<file path="config.mk">
export PLATFORM = sky130hd
export DESIGN_NAME = dcrt_ram
export DESIGN_NICKNAME = d
export VERILOG_FILES = /design/src/rtl/dcrt_ram.sv
export SDC_FILE = /design/constraint.sdc
export NUM_CORES = 1
export LEC_CHECK = 0
export BUFFER_PORTS_ARGS = -buffer_cell sky130_fd_sc_hd__buf_2
export CAP_MARGIN = 20
export CORE_UTILIZATION = 54
export DETAILED_ROUTE_END_ITERATION = 10
export PLACE_DENSITY_LB_ADDON = 0.15
export SLEW_MARGIN = 20
export SYNTH_ARGS = -nofsm -noshare
export SYNTH_HDL_FRONTEND = slang
export SYNTH_SLANG_ARGS = --single-unit
</file>
<file path="constraint.sdc">
create_clock -name clk -period 1.6 [get_ports clk]
set_clock_uncertainty 0.1 [all_clocks]
set_input_delay 0.08 -clock clk [delete_from_list [all_inputs] [get_ports clk]]
set_output_delay 0.08 -clock clk [all_outputs]
set_load 0.02 [all_outputs]
</file>
<file path="src/rtl/dcrt_ram.sv">
// generic single write port ram with one registered read port
// depends on nothing
module dcrt_ram #(
  parameter int WIDTH = 8,
  parameter int DEPTH = 16
) (
  input  logic                                   clk,
  input  logic                                   we,
  input  logic [(DEPTH > 1 ? $clog2(DEPTH) : 1)-1:0] waddr,
  input  logic [WIDTH-1:0]                       wdata,
  input  logic [(DEPTH > 1 ? $clog2(DEPTH) : 1)-1:0] raddr,
  output logic [WIDTH-1:0]                       rdata
);

  logic [WIDTH-1:0] mem [DEPTH];

  always_ff @(posedge clk) begin
    if (we) begin
      mem[waddr] <= wdata;
    end
    rdata <= mem[raddr];
  end

endmodule

</file>
==> impl_summary.md, run 1 <==
Run status
The flow ran to the end, and the final reports show no timing, DRC or antenna violations.

Final layout
The post-layout instance count excluding filler cells is 433. For this run, the post-layout net count is 309. After filler insertion, the fill cell instance count of the layout stands at ~600.

Of the cells placed in the final design, the portion with a size suffix greater than 1 is 0.303. The repair_antennas step left the layout with diodes totalling 0. The post-synthesis to final-layout area growth is 20.9%.

Clock network
The total clock sinks is approximately 140. The clock tree from TritonCTS is built. The CTS root buffer is clkbuf_8. In this run, CTS created clock tree buffers numbering 17. For the worst-skew pair, the clock arrives at the later sink with an insertion delay of about 0.5 ns. Buffers inserted to repair hold after CTS numbered 8. The H-tree generated during clock tree synthesis spans 4 levels. Clock-pin slew was measured on the worst setup and hold paths at 0.06 ns. The deepest clock path buffer count is 2. The count of buffers added by post-CTS timing repair for setup is 0. The post-cts repair resize count is 0.

Global routing
Entering global routing, the biggest net connects 25 pins. The aggregate global-route resource usage is 0.201. The initial antenna violation count is 0. The wire length of the first global-routing pass is 13.7 mm. The number of global-route vias before repair is ~2500. Global routing finished with a remaining overflow of 0.

Drt
In the routed layout, each cell is associated on average with a via count of 5.62. The wire length reported by the detailed router is 8.84 mm. The first detailed-routing pass took 4 iterations. The routed layout has 2434 vias. Dividing the detail-routed wire length by the instance count gives 20.4 microns. The number of remaining DRC errors is 0. The number of antenna-violating nets in the routed design is 0. The detailed router's first-iteration violation count is about 120.

Power and ir drop
In this run the power density over the cells is 1330 nW/um^2. The power after layout is 8.28 mW. The maximum ir drop on the vdd rail is 0.734 mV. For this design the static power due to leakage is 2.13 nW.

Worst hold path
The kind of path behind the tightest hold check is input pin to flop. The worst hold path endpoint is mem[0][3]$_DFFE_PP_. The depth of the worst hold-timing path is 3. The startpoint identified for the worst hold timing path is waddr[0].

Placed design
The estimated wirelength of the detail-placed design is 5.78 mm. Routability-driven placement finished with a final weighted congestion of 0.699. The number of placed instances, taps included, is 393. The number of port buffers is 25.

Timing
Setup violations remaining at the end of the flow were counted as 0. The max-slew violation count is 0. The headroom to the max-slew limit is 0.551.

Setup repair after global routing left no endpoint under its margin. The actual transition at the worst max-transition pin is 0.672 ns. The hold violation count in the final report was 0.

Dividing the final minimum period by the clock period gives 0.927. After layout, the minimum clock period comes to 1.48 ns. The maximum frequency from static timing analysis is 674 MHz. The setup TNS after final layout is 0 ns. The tightest hold path in the finished design has a slack of about 0.033 ns.

Logic synthesis
edfxtp_1 takes more of the synthesized area than any other cell. In the synthesized netlist, the number of instances is between 200 and 250. The share of the yosys chip area belonging to registers is 0.778. By area the synthesized netlist is led by edfxtp_1 75%, mux4_2 7.9%, mux4_1 7.1%. The top-area cell type share of the netlist area is 0.747. The Yosys step of the flow raised 0 warnings. The synthesized netlist contains 19 unique library cells. In this run, synthesis produced a sequential element count of around 140.

The mean instance size in the synthesized netlist is approximately 22 sq um. Summing every instance area after synthesis gives 5150 sq um. When the netlist entered floorplanning its net count stood at ~250.

Die
The area of the core region is ~9000 sq um. The die outline height is between 90 and 100 microns. The die outline area is a little under 10000 sq um. Measured along the x axis, the die boundary spans 99.6 microns.

For this configuration, the core starts out at a cell density of 0.557. 26 I/O pins were placed. The standard-cell row count is 35.

Setup path
At the worst endpoint, the arrival time is around 1.8 ns. Counting cells, the worst reg-to-reg path comes to 3. The slack of the worst reg-to-reg path is between 0.1 and 0.15 ns. The element type at the critical path end is a flop. The end of the worst register-to-register path is rdata[3]$_DFF_P_. The type of origin of the critical path is a flop.

The critical setup path kind is flop to flop. The start of the worst register-to-register path is mem[1][3]$_DFFE_PP_. In this run the worst path has a maximum fanout of 1.

At the worst endpoint, the required time is roughly 1.9 ns.

Run
Max-cap violations in this run came to 0.
-- worst max-delay path by stage --
stage,from,endpoint,slack (ns)
5_1_grt,mem[3][7]$_DFFE_PP_,rdata[7]$_DFF_P_,0.09
3_5_place_dp,raddr[0],rdata[3]$_DFF_P_,-0.03
6_report,mem[1][3]$_DFFE_PP_,rdata[3]$_DFF_P_,0.12
3_3_place_gp,raddr[0],rdata[5]$_DFF_P_,-0.002
2_1_floorplan,waddr[2],mem[3][0]$_DFFE_PP_,0.15
4_1_cts,mem[3][7]$_DFFE_PP_,rdata[7]$_DFF_P_,0.11
-- synth_stat cells (all sizes together) --
| library cell | instances |
|---|---|
| nand2b | 2 |
| nor2 | 13 |
| a22oi | 16 |
| edfxtp | 128 |
| dfxtp | 8 |
| and2 | 1 |
| nor2b | 1 |
| buf | 7 |
| mux4 | 32 |
| clkdlybuf4s25 | 3 |
| or3b | 1 |
| nor3 | 4 |
| nand2 | 9 |
| nand3b | 2 |
| and2b | 1 |
| nand3 | 1 |
-- stage by stage --
stage                      util  worst slack [ns]  area, sq um
final                     0.673             0.116         6220
after global routing      0.673            0.0893         6220
after CTS                 0.673             0.108         6220
after detailed placement  0.600           -0.0342         5540
after global placement    0.600          -0.00163         5540
after floorplan               -             0.154         5150
-- power by group --
part	leakage [nW]	total [mW]	switching, mW	internal, mW
sequential	1.22	4.01	0.0259	3.98
combinational	0.624	0.402	0.224	0.178
clock	0.280	3.87	1.34	2.52
-- state kept, by name (all words and copies together), names as in the netlist --
register  flops
mem         128
rdata         8
-- cells by family after synthesis --
family / synth area share
compound gates: 0.0233
buf+inv: 0.0168
mux: 0.150
flops: 0.778
simple gates: 0.0318
-- area by class of cell --
type	count	area, sq um	share of cell area
multi-input combinational	83	1060	0.171
sequential	136	4000	0.643
tap	129	161	0.0259
clock buffer	20	425	0.0684
clock inverter	12	176	0.0284
timing repair buffer	53	393	0.0631
-- placed cells by master (no fill, tap or decap), drive strengths merged, types with 2 or more instances in the layout --
master       instances
mux4                32
nand2                9
nand3b               2
clkinvlp             3
nand2b               2
clkinv               5
dfxtp                8
dlygate4sd3          8
edfxtp             128
bufinv               4
clkbuf              20
nor3                 4
a22oi               16
nor2                13
buf                 45
-- layer usage --
metal,vias up,global-route usage,routed length [microns]
met5,-,0,0
li1,1098,-,-
met2,61,0.334,4670
met4,0,0.0792,106
met3,8,0.0513,287
met1,1267,0.256,3770
-- worst max-delay path, cell delays in order, from the launching register on --
cell and delay (ns):
edfxtp_1 0.35, mux4_1 0.50, a22oi_1 0.32, nand2_1 0.09
(Power assumes the default switching activity.)
==> run 2, diff against run 1 <==
Settings changed: CELL_PAD_IN_SITES_DETAIL_PLACEMENT set to 1, CELL_PAD_IN_SITES_GLOBAL_PLACEMENT set to 1, CORE_UTILIZATION 54 to 48.
==> impl_summary.md, run 2 (synthesis gave the netlist of run 1 again) <==
Setup path
The delay of the slowest cell on the worst path was 0.52 ns (+0.02 ns). The type of origin of the critical path is a flop. The required time of the critical path was 1.89 ns (about the same).

The signal on the critical path passes through mux4_1 > a22oi_1 > nand2_1. The arrival time of the worst setup path is 1.76 ns (about the same). The largest fanout on the critical path came to 1 (unchanged). Among all stages on the critical path, the largest delay is contributed by mux4_1. The critical setup path kind is flop to flop.

The element type at the critical path end is a flop.

Placed design
The routability-driven placement congestion ratio is 0.665 (-4.9%). The estimated wirelength of the detail-placed design came to 6.64 mm (+15%). The number of port buffers is 25 (unchanged). The instance area at placement came to 5560 sq um (+0.38%).

Final layout
In the layout the commonest cells are 128 x edfxtp_1, 25 x buf_2, 18 x mux4_2. The count of inserted antenna diode cells is 0 (unchanged). The largest registers in the layout are mem (128), rdata (8). Leaving out fill and tap cells, the most frequent cell in the layout is edfxtp_1. More flip-flops sit in one register than any other, and that register is mem.

The post-route cell area is 6130 sq um (-1.4%). The fraction of final layout cells with drive strength greater than 1 is 0.281 (-0.0212). The flip-flop count of the largest register, all copies and words added is 128 (unchanged).

From synthesis to final layout, the design area changed by 19.2%. The number of nets in the layout came to 309 (unchanged).

Timing
The actual transition at the worst max-transition pin is 0.751 ns (+0.0793 ns). The headroom to the max-slew limit is 0.498 (-0.0538). The max-slew violation count was 0 (unchanged).

The hold slack is 0.0292 ns (-0.00350 ns). Setup repair after global routing left no endpoint under its margin. The hold violation count in the final report is 0 (unchanged). The number of failing setup endpoints in the final timing report is 0 (unchanged). The shortest clock period the worst path allows after layout is 1.46 ns (-0.0206 ns). The final clock period utilization by the worst path was 0.914 (-0.0129). The maximum frequency from static timing analysis is 683 MHz (+1.4%).

Clock network
The clock tree from TritonCTS is built. The number of clock buffers inserted by TritonCTS is 17 (unchanged). The CTS root buffer is clkbuf_8. The total clock sinks is 136 (unchanged).

The maximum level of the CTS H-tree is 4 (unchanged). The clock edge transition at the registers on the reported setup and hold paths is 0.06 ns (about the same). The post-cts repair resize count was 0 (unchanged). The deepest clock path buffer count came to 2 (unchanged). The clock latency on the worst-skew pair is 0.51 ns (about the same).

Worst hold path
The tightest min-delay check is of the input pin to flop type.

Drt
The count of TritonRoute iterations in the first routing pass is 4 (unchanged). The number of remaining DRC errors was 0 (unchanged). The wire length reported by the detailed router was 10.3 mm (+17%). The detailed router's first-iteration violation count is 66 (-47%). The number of antenna-violating nets in the routed design came to 0 (unchanged). The vias after detailed routing was 2473 (+1.6%). The average wire per cell in the routed design came to 23.5 microns (+15%).

The per-cell via count in the routed design was 5.65 (+0.44%).

Run
The max-cap violation count came to 0 (unchanged).

Power and ir drop
The share of power burned in registers was 0.520 (+0.036). The power after layout is 7.71 mW (-6.9%). The maximum ir drop on the vdd rail is 0.589 mV (-20%). The share of total power in the clock network is 0.425 (-0.042). The leakage power is 2.09 nW (-1.7%). The design internal power was 6.18 mW (-7.6%).

The switching share of total power is 0.199 (+0.00658). The switching power summed over all nets is 1.53 mW (-3.7%). The combinational share of power was 0.055 (+0.006). The power per cell area is 1260 nW/um^2 (-5.5%).

Global routing
The aggregate global-route resource usage is 0.207 (+0.00615). The initial antenna violation count is 0 (unchanged). The total grt overflow is 0 (unchanged). The number of global-route vias before repair is 2680 (+7.8%). The wire length of the first global-routing pass is 15.8 mm (+16%). The pin count of the biggest net entering global routing is 33 (+32%).

Die
The die outline area is 11100 sq um (+12%). The die boundary width is 106 microns (+5.9%). The standard-cell row count is 37 (+5.7%). The starting density of the core was 0.496 (-0.0607). The top-level I/O count is 26 (unchanged). The die outline height is 106 microns (+5.9%). The area of the core region is 10400 sq um (+12%).

Run status
The flow ran to the end, and the final reports show no timing, DRC or antenna violations.
## run 2: cell types whose count changed in the layout (fill, tap and decap cells not counted), moves of 2 or more
cell	delta
clkinv_2	+2
clkinvlp_4	-3
bufinv_16	-3
clkinv_1	+2
clkbuf_1	+3
clkinv_4	-3
## run 2: cell type report
type                       count  area (sq um)
clock inverter                 7          55.1
clock buffer                  23           437
timing repair buffer          53           405
multi-input combinational     83          1060
tap                          136           170
sequential                   136          4000
fill                         917          4240
## run 2: path summary, 6_finish.rpt
path,depth (start not counted),from,slack [ns],end
max reg2reg,3,mem[5][3]$_DFFE_PP_,0.14,rdata[3]$_DFF_P_
min,3,waddr[0],0.03,mem[0][4]$_DFFE_PP_
max,3,mem[5][3]$_DFFE_PP_,0.14,rdata[3]$_DFF_P_
min reg2reg,3,mem[14][4]$_DFFE_PP_,0.58,rdata[4]$_DFF_P_
## run 2: routing by layer
metal	vias to the layer above	GRT usage	wire, microns
li1	1095	-	-
met1	1306	0.285	4710
met2	56	0.323	5140
met3	16	0.0445	281
met4	0	0.0913	177
met5	-	0	0
## run 2: worst max-delay path, delay by kind of cell, from the launching register on
family	cells	cell delay, ns
AO/OA/AOI/OAI	1	0.26
AND/OR/NAND/NOR	1	0.09
multiplexers	1	0.52
flip-flops	1	0.37
## run 2: what timing repair did
| item | CTS | global route |
|---|---|---|
| hold buffers | 8 | 0 |
| buffers inserted | 0 | 0 |
| endpoints found under the hold margin | 128 | 0 |
## run 2: metrics by stage
| step | setup WS, ns | cells | setup TNS (ns) | util |
|---|---|---|---|---|
| 4_1_cts | 0.0983 | 438 | 0 | 0.591 |
| 2_1_floorplan | 0.154 | 229 | 0 | - |
| 6_report | 0.137 | 438 | 0 | 0.591 |
| 3_5_place_dp | -0.0412 | 400 | -0.0636 | 0.536 |
| 3_3_place_gp | -0.0461 | 400 | -0.0706 | 0.536 |
| 5_1_grt | 0.102 | 438 | 0 | 0.591 |
## run 2: power groups by stage
stage,clock network [mW],registers [mW],logic [mW]
floorplan,0,4.10,0.202
global placement,0,4.08,0.404
detailed placement,0,4.08,0.413
CTS,3.33,4.01,0.430
global route,3.45,4.02,0.455
finish,3.28,4.01,0.422
==> run 3, diff against run 2 <==
Settings changed: RECOVER_POWER set to 25.
==> impl_summary.md, run 3 (synthesis gave the netlist of run 1 again) <==
Setup path
The signal on the critical path passes through mux4_1 > a22oi_1 > nand2_1. The start of the worst register-to-register path is mem[5][3]$_DFFE_PP_. The delay of the slowest cell on the worst path came to 0.53 ns (about the same). The slack of the worst reg-to-reg path is 0.12 ns (about the same). The worst setup path is launched from a flop.

The cell count of the worst reg-to-reg path is 3 (unchanged). The worst register-to-register path ends at rdata[3]$_DFF_P_. The kind of cell adding the most delay to the critical path is multiplexers. The critical setup path kind is flop to flop. The required time of the critical path is 1.89 ns (about the same). The worst setup path is captured at a flop. The largest fanout on the critical path is 1 (unchanged).

The arrival time of the worst setup path is 1.76 ns (about the same). The number of buffers and inverters on the critical path is 0 (unchanged). The slowest cell on the critical path is mux4_1.

Final layout
The flip-flop and latch area came to 4000 sq um (unchanged). The post-route cell area came to 6100 sq um (-0.53%). The post-synthesis to final-layout area growth is 18.5%. The fill cell total of the finished layout is 923 (+0.65%). The count of inserted antenna diode cells is 0 (unchanged). Leaving out fill and tap cells, the most frequent cell in the layout is edfxtp_1. Counting flops per register, the top entry is mem. The fraction of final layout cells with drive strength greater than 1 is 0.242 (-0.0397).

The top cell types in the final layout, fill and taps aside, are 128 x edfxtp_1, 20 x buf_2, 18 x mux4_2, 18 x clkbuf_1. The number of nets in the layout is 309 (unchanged). The post-layout instance count excluding filler cells is 438 (unchanged). The multi-input combinational cell area was 1060 sq um (unchanged). The flip-flop count of the largest register, all copies and words added is 128 (unchanged).

The largest registers in the layout are mem (128), rdata (8).

Worst hold path
The worst hold path endpoint is mem[0][0]$_DFFE_PP_. The kind of path behind the tightest hold check is input pin to flop. The launch point of the worst hold path is waddr[1]. The depth of the worst hold-timing path is 3 (unchanged).

Power and ir drop
The switching share of total power was 0.198 (-0.000363). The design internal power is 6.17 mW (about the same). The combinational share of power is 0.054 (about the same). The share of power burned in registers came to 0.521 (about the same).

The share of total power in the clock network is 0.425 (about the same). The maximum ir drop on the vdd rail is 0.572 mV (-2.8%). The power per cell area is 1260 nW/um^2 (+0.43%).

The leakage power is 2.05 nW (-2.1%). The switching power summed over all nets is 1.53 mW (-0.28%).

Drt
The highest routed metal layer is met4. The sum of met3 wire segment lengths after detailed routing is 209 microns (-26%). The per-cell via count in the routed design is 5.63 (-0.36%). The number of antenna-violating nets in the routed design is 0 (unchanged).

The number of remaining DRC errors is 0 (unchanged). The average wire per cell in the routed design came to 23.5 microns (about the same). The routed length on met2 is 5.21 mm (+1.4%). The total routed wire length on the met1 layer is 4.79 mm (+1.9%).

The count of TritonRoute iterations in the first routing pass came to 4 (unchanged). The wire length reported by the detailed router is 10.3 mm (about the same). The detailed router's first-iteration violation count is 69 (+4.5%). The vias after detailed routing is 2464 (-0.36%).

Timing
The max-slew violation count is 0 (unchanged). The final clock period utilization by the worst path is 0.922 (+0.00755). The final critical-path setup slack is 0.125 ns (-0.0121 ns).

The actual transition at the worst max-transition pin is 0.767 ns (+0.0159 ns). The shortest clock period the worst path allows after layout is 1.48 ns (+0.0121 ns). The maximum frequency from static timing analysis was 678 MHz (-0.82%). The hold slack is 0.0438 ns (+0.0146 ns). The number of failing setup endpoints in the final timing report is 0 (unchanged).

The headroom to the max-slew limit was 0.487 (-0.0106). The hold violation count in the final report is 0 (unchanged). Setup repair after global routing left no endpoint under its margin. The setup TNS after final layout came to 0 ns (unchanged).

Clock network
TritonCTS built the clock tree. The clock latency on the worst-skew pair is 0.51 ns (about the same). The maximum level of the CTS H-tree is 4 (unchanged). The post-cts repair resize count is 0 (unchanged). The deepest clock path buffer count is 2 (unchanged). The number of clock buffers inserted by TritonCTS is 17 (unchanged). The total clock sinks is 136 (unchanged).

The clock edge transition at the registers on the reported setup and hold paths is 0.06 ns (about the same). The tree is rooted in a clkbuf_8.

Run
The max-cap violation count is 0 (unchanged).

Run status
The flow ran to the end, and the final reports show no timing, DRC or antenna violations.

Global routing
The pin count of the biggest net entering global routing is 33 (unchanged). The total grt overflow is 0 (unchanged). The number of global-route vias before repair was 2680 (unchanged). The aggregate global-route resource usage is 0.207 (unchanged). The wire length of the first global-routing pass is 15.8 mm (unchanged). The initial antenna violation count is 0 (unchanged).

Die
The area of the core region is 10400 sq um (unchanged). The die boundary width was 106 microns (unchanged). The starting density of the core is 0.496 (unchanged).

The standard-cell row count is 37 (unchanged). The die outline height came to 106 microns (unchanged). The die outline area was 11100 sq um (unchanged). The top-level I/O count is 26 (unchanged).

Placed design
The number of port buffers is 25 (unchanged). The instance area at placement is 5560 sq um (unchanged). The routability-driven placement congestion ratio is 0.665 (unchanged). The estimated wirelength of the detail-placed design was 6.64 mm (unchanged). The pre-CTS setup slack came to -0.0412 ns (unchanged).

The instance count after placement with tap cells included is 400 (unchanged).
## run 3: cell count changes in the layout (fill, tap and decap cells not counted)
cell      before  now
clkbuf_1       6   18
buf_4         16    9
buf_2         25   20
## run 3: layout make-up
class / instances / share of cell area
repair buffers: 53 / 0.0611
flip-flops and latches: 136 / 0.656
multi-input cells: 83 / 0.174
clock inverters: 7 / 0.00902
well taps: 136 / 0.0279
clock buffers: 23 / 0.0716
## run 3: routing by layer
metal / track usage / vias to the layer above
met5: 0 / -
met4: 0.0913 / 0
met3: 0.0445 / 8
met2: 0.323 / 46
met1: 0.285 / 1316
li1: - / 1094
## run 3: stage by stage
stage	util	total power, mW
3_5_place_dp	0.536	4.50
2_1_floorplan	-	4.31
6_report	0.588	7.70
5_1_grt	0.588	7.92
4_1_cts	0.591	7.77
3_3_place_gp	0.536	4.48
## run 3: worst register-to-register path: stages (launching register included)
cell and delay (ns):
edfxtp_1 0.37, mux4_1 0.53, a22oi_1 0.27, nand2_1 0.09
## run 3: power groups by stage
| stage | combinational (mW) | clock, mW | sequential, mW |
|---|---|---|---|
| after global placement | 0.404 | 0 | 4.08 |
| after detailed placement | 0.413 | 0 | 4.08 |
| after global routing | 0.451 | 3.45 | 4.02 |
| after CTS | 0.430 | 3.33 | 4.01 |
| final | 0.418 | 3.27 | 4.01 |
| after floorplan | 0.202 | 0 | 4.10 |
## run 3: how the worst max path moves through the flow
stage                              from                  end  slack (ns)  cells past startpoint
CTS                 mem[5][3]$_DFFE_PP_     rdata[3]$_DFF_P_         0.1                      3
global placement               raddr[0]     rdata[3]$_DFF_P_       -0.05                      5
finish              mem[5][3]$_DFFE_PP_     rdata[3]$_DFF_P_        0.12                      3
detailed placement             raddr[0]     rdata[3]$_DFF_P_       -0.04                      5
global route        mem[5][3]$_DFFE_PP_     rdata[3]$_DFF_P_        0.10                      3
floorplan                      waddr[2]  mem[3][0]$_DFFE_PP_        0.15                      2
## run 3: repair_timing
action	CTS	global route
endpoints found under the hold margin	128	0
hold buffers	8	0
buffers inserted	0	0
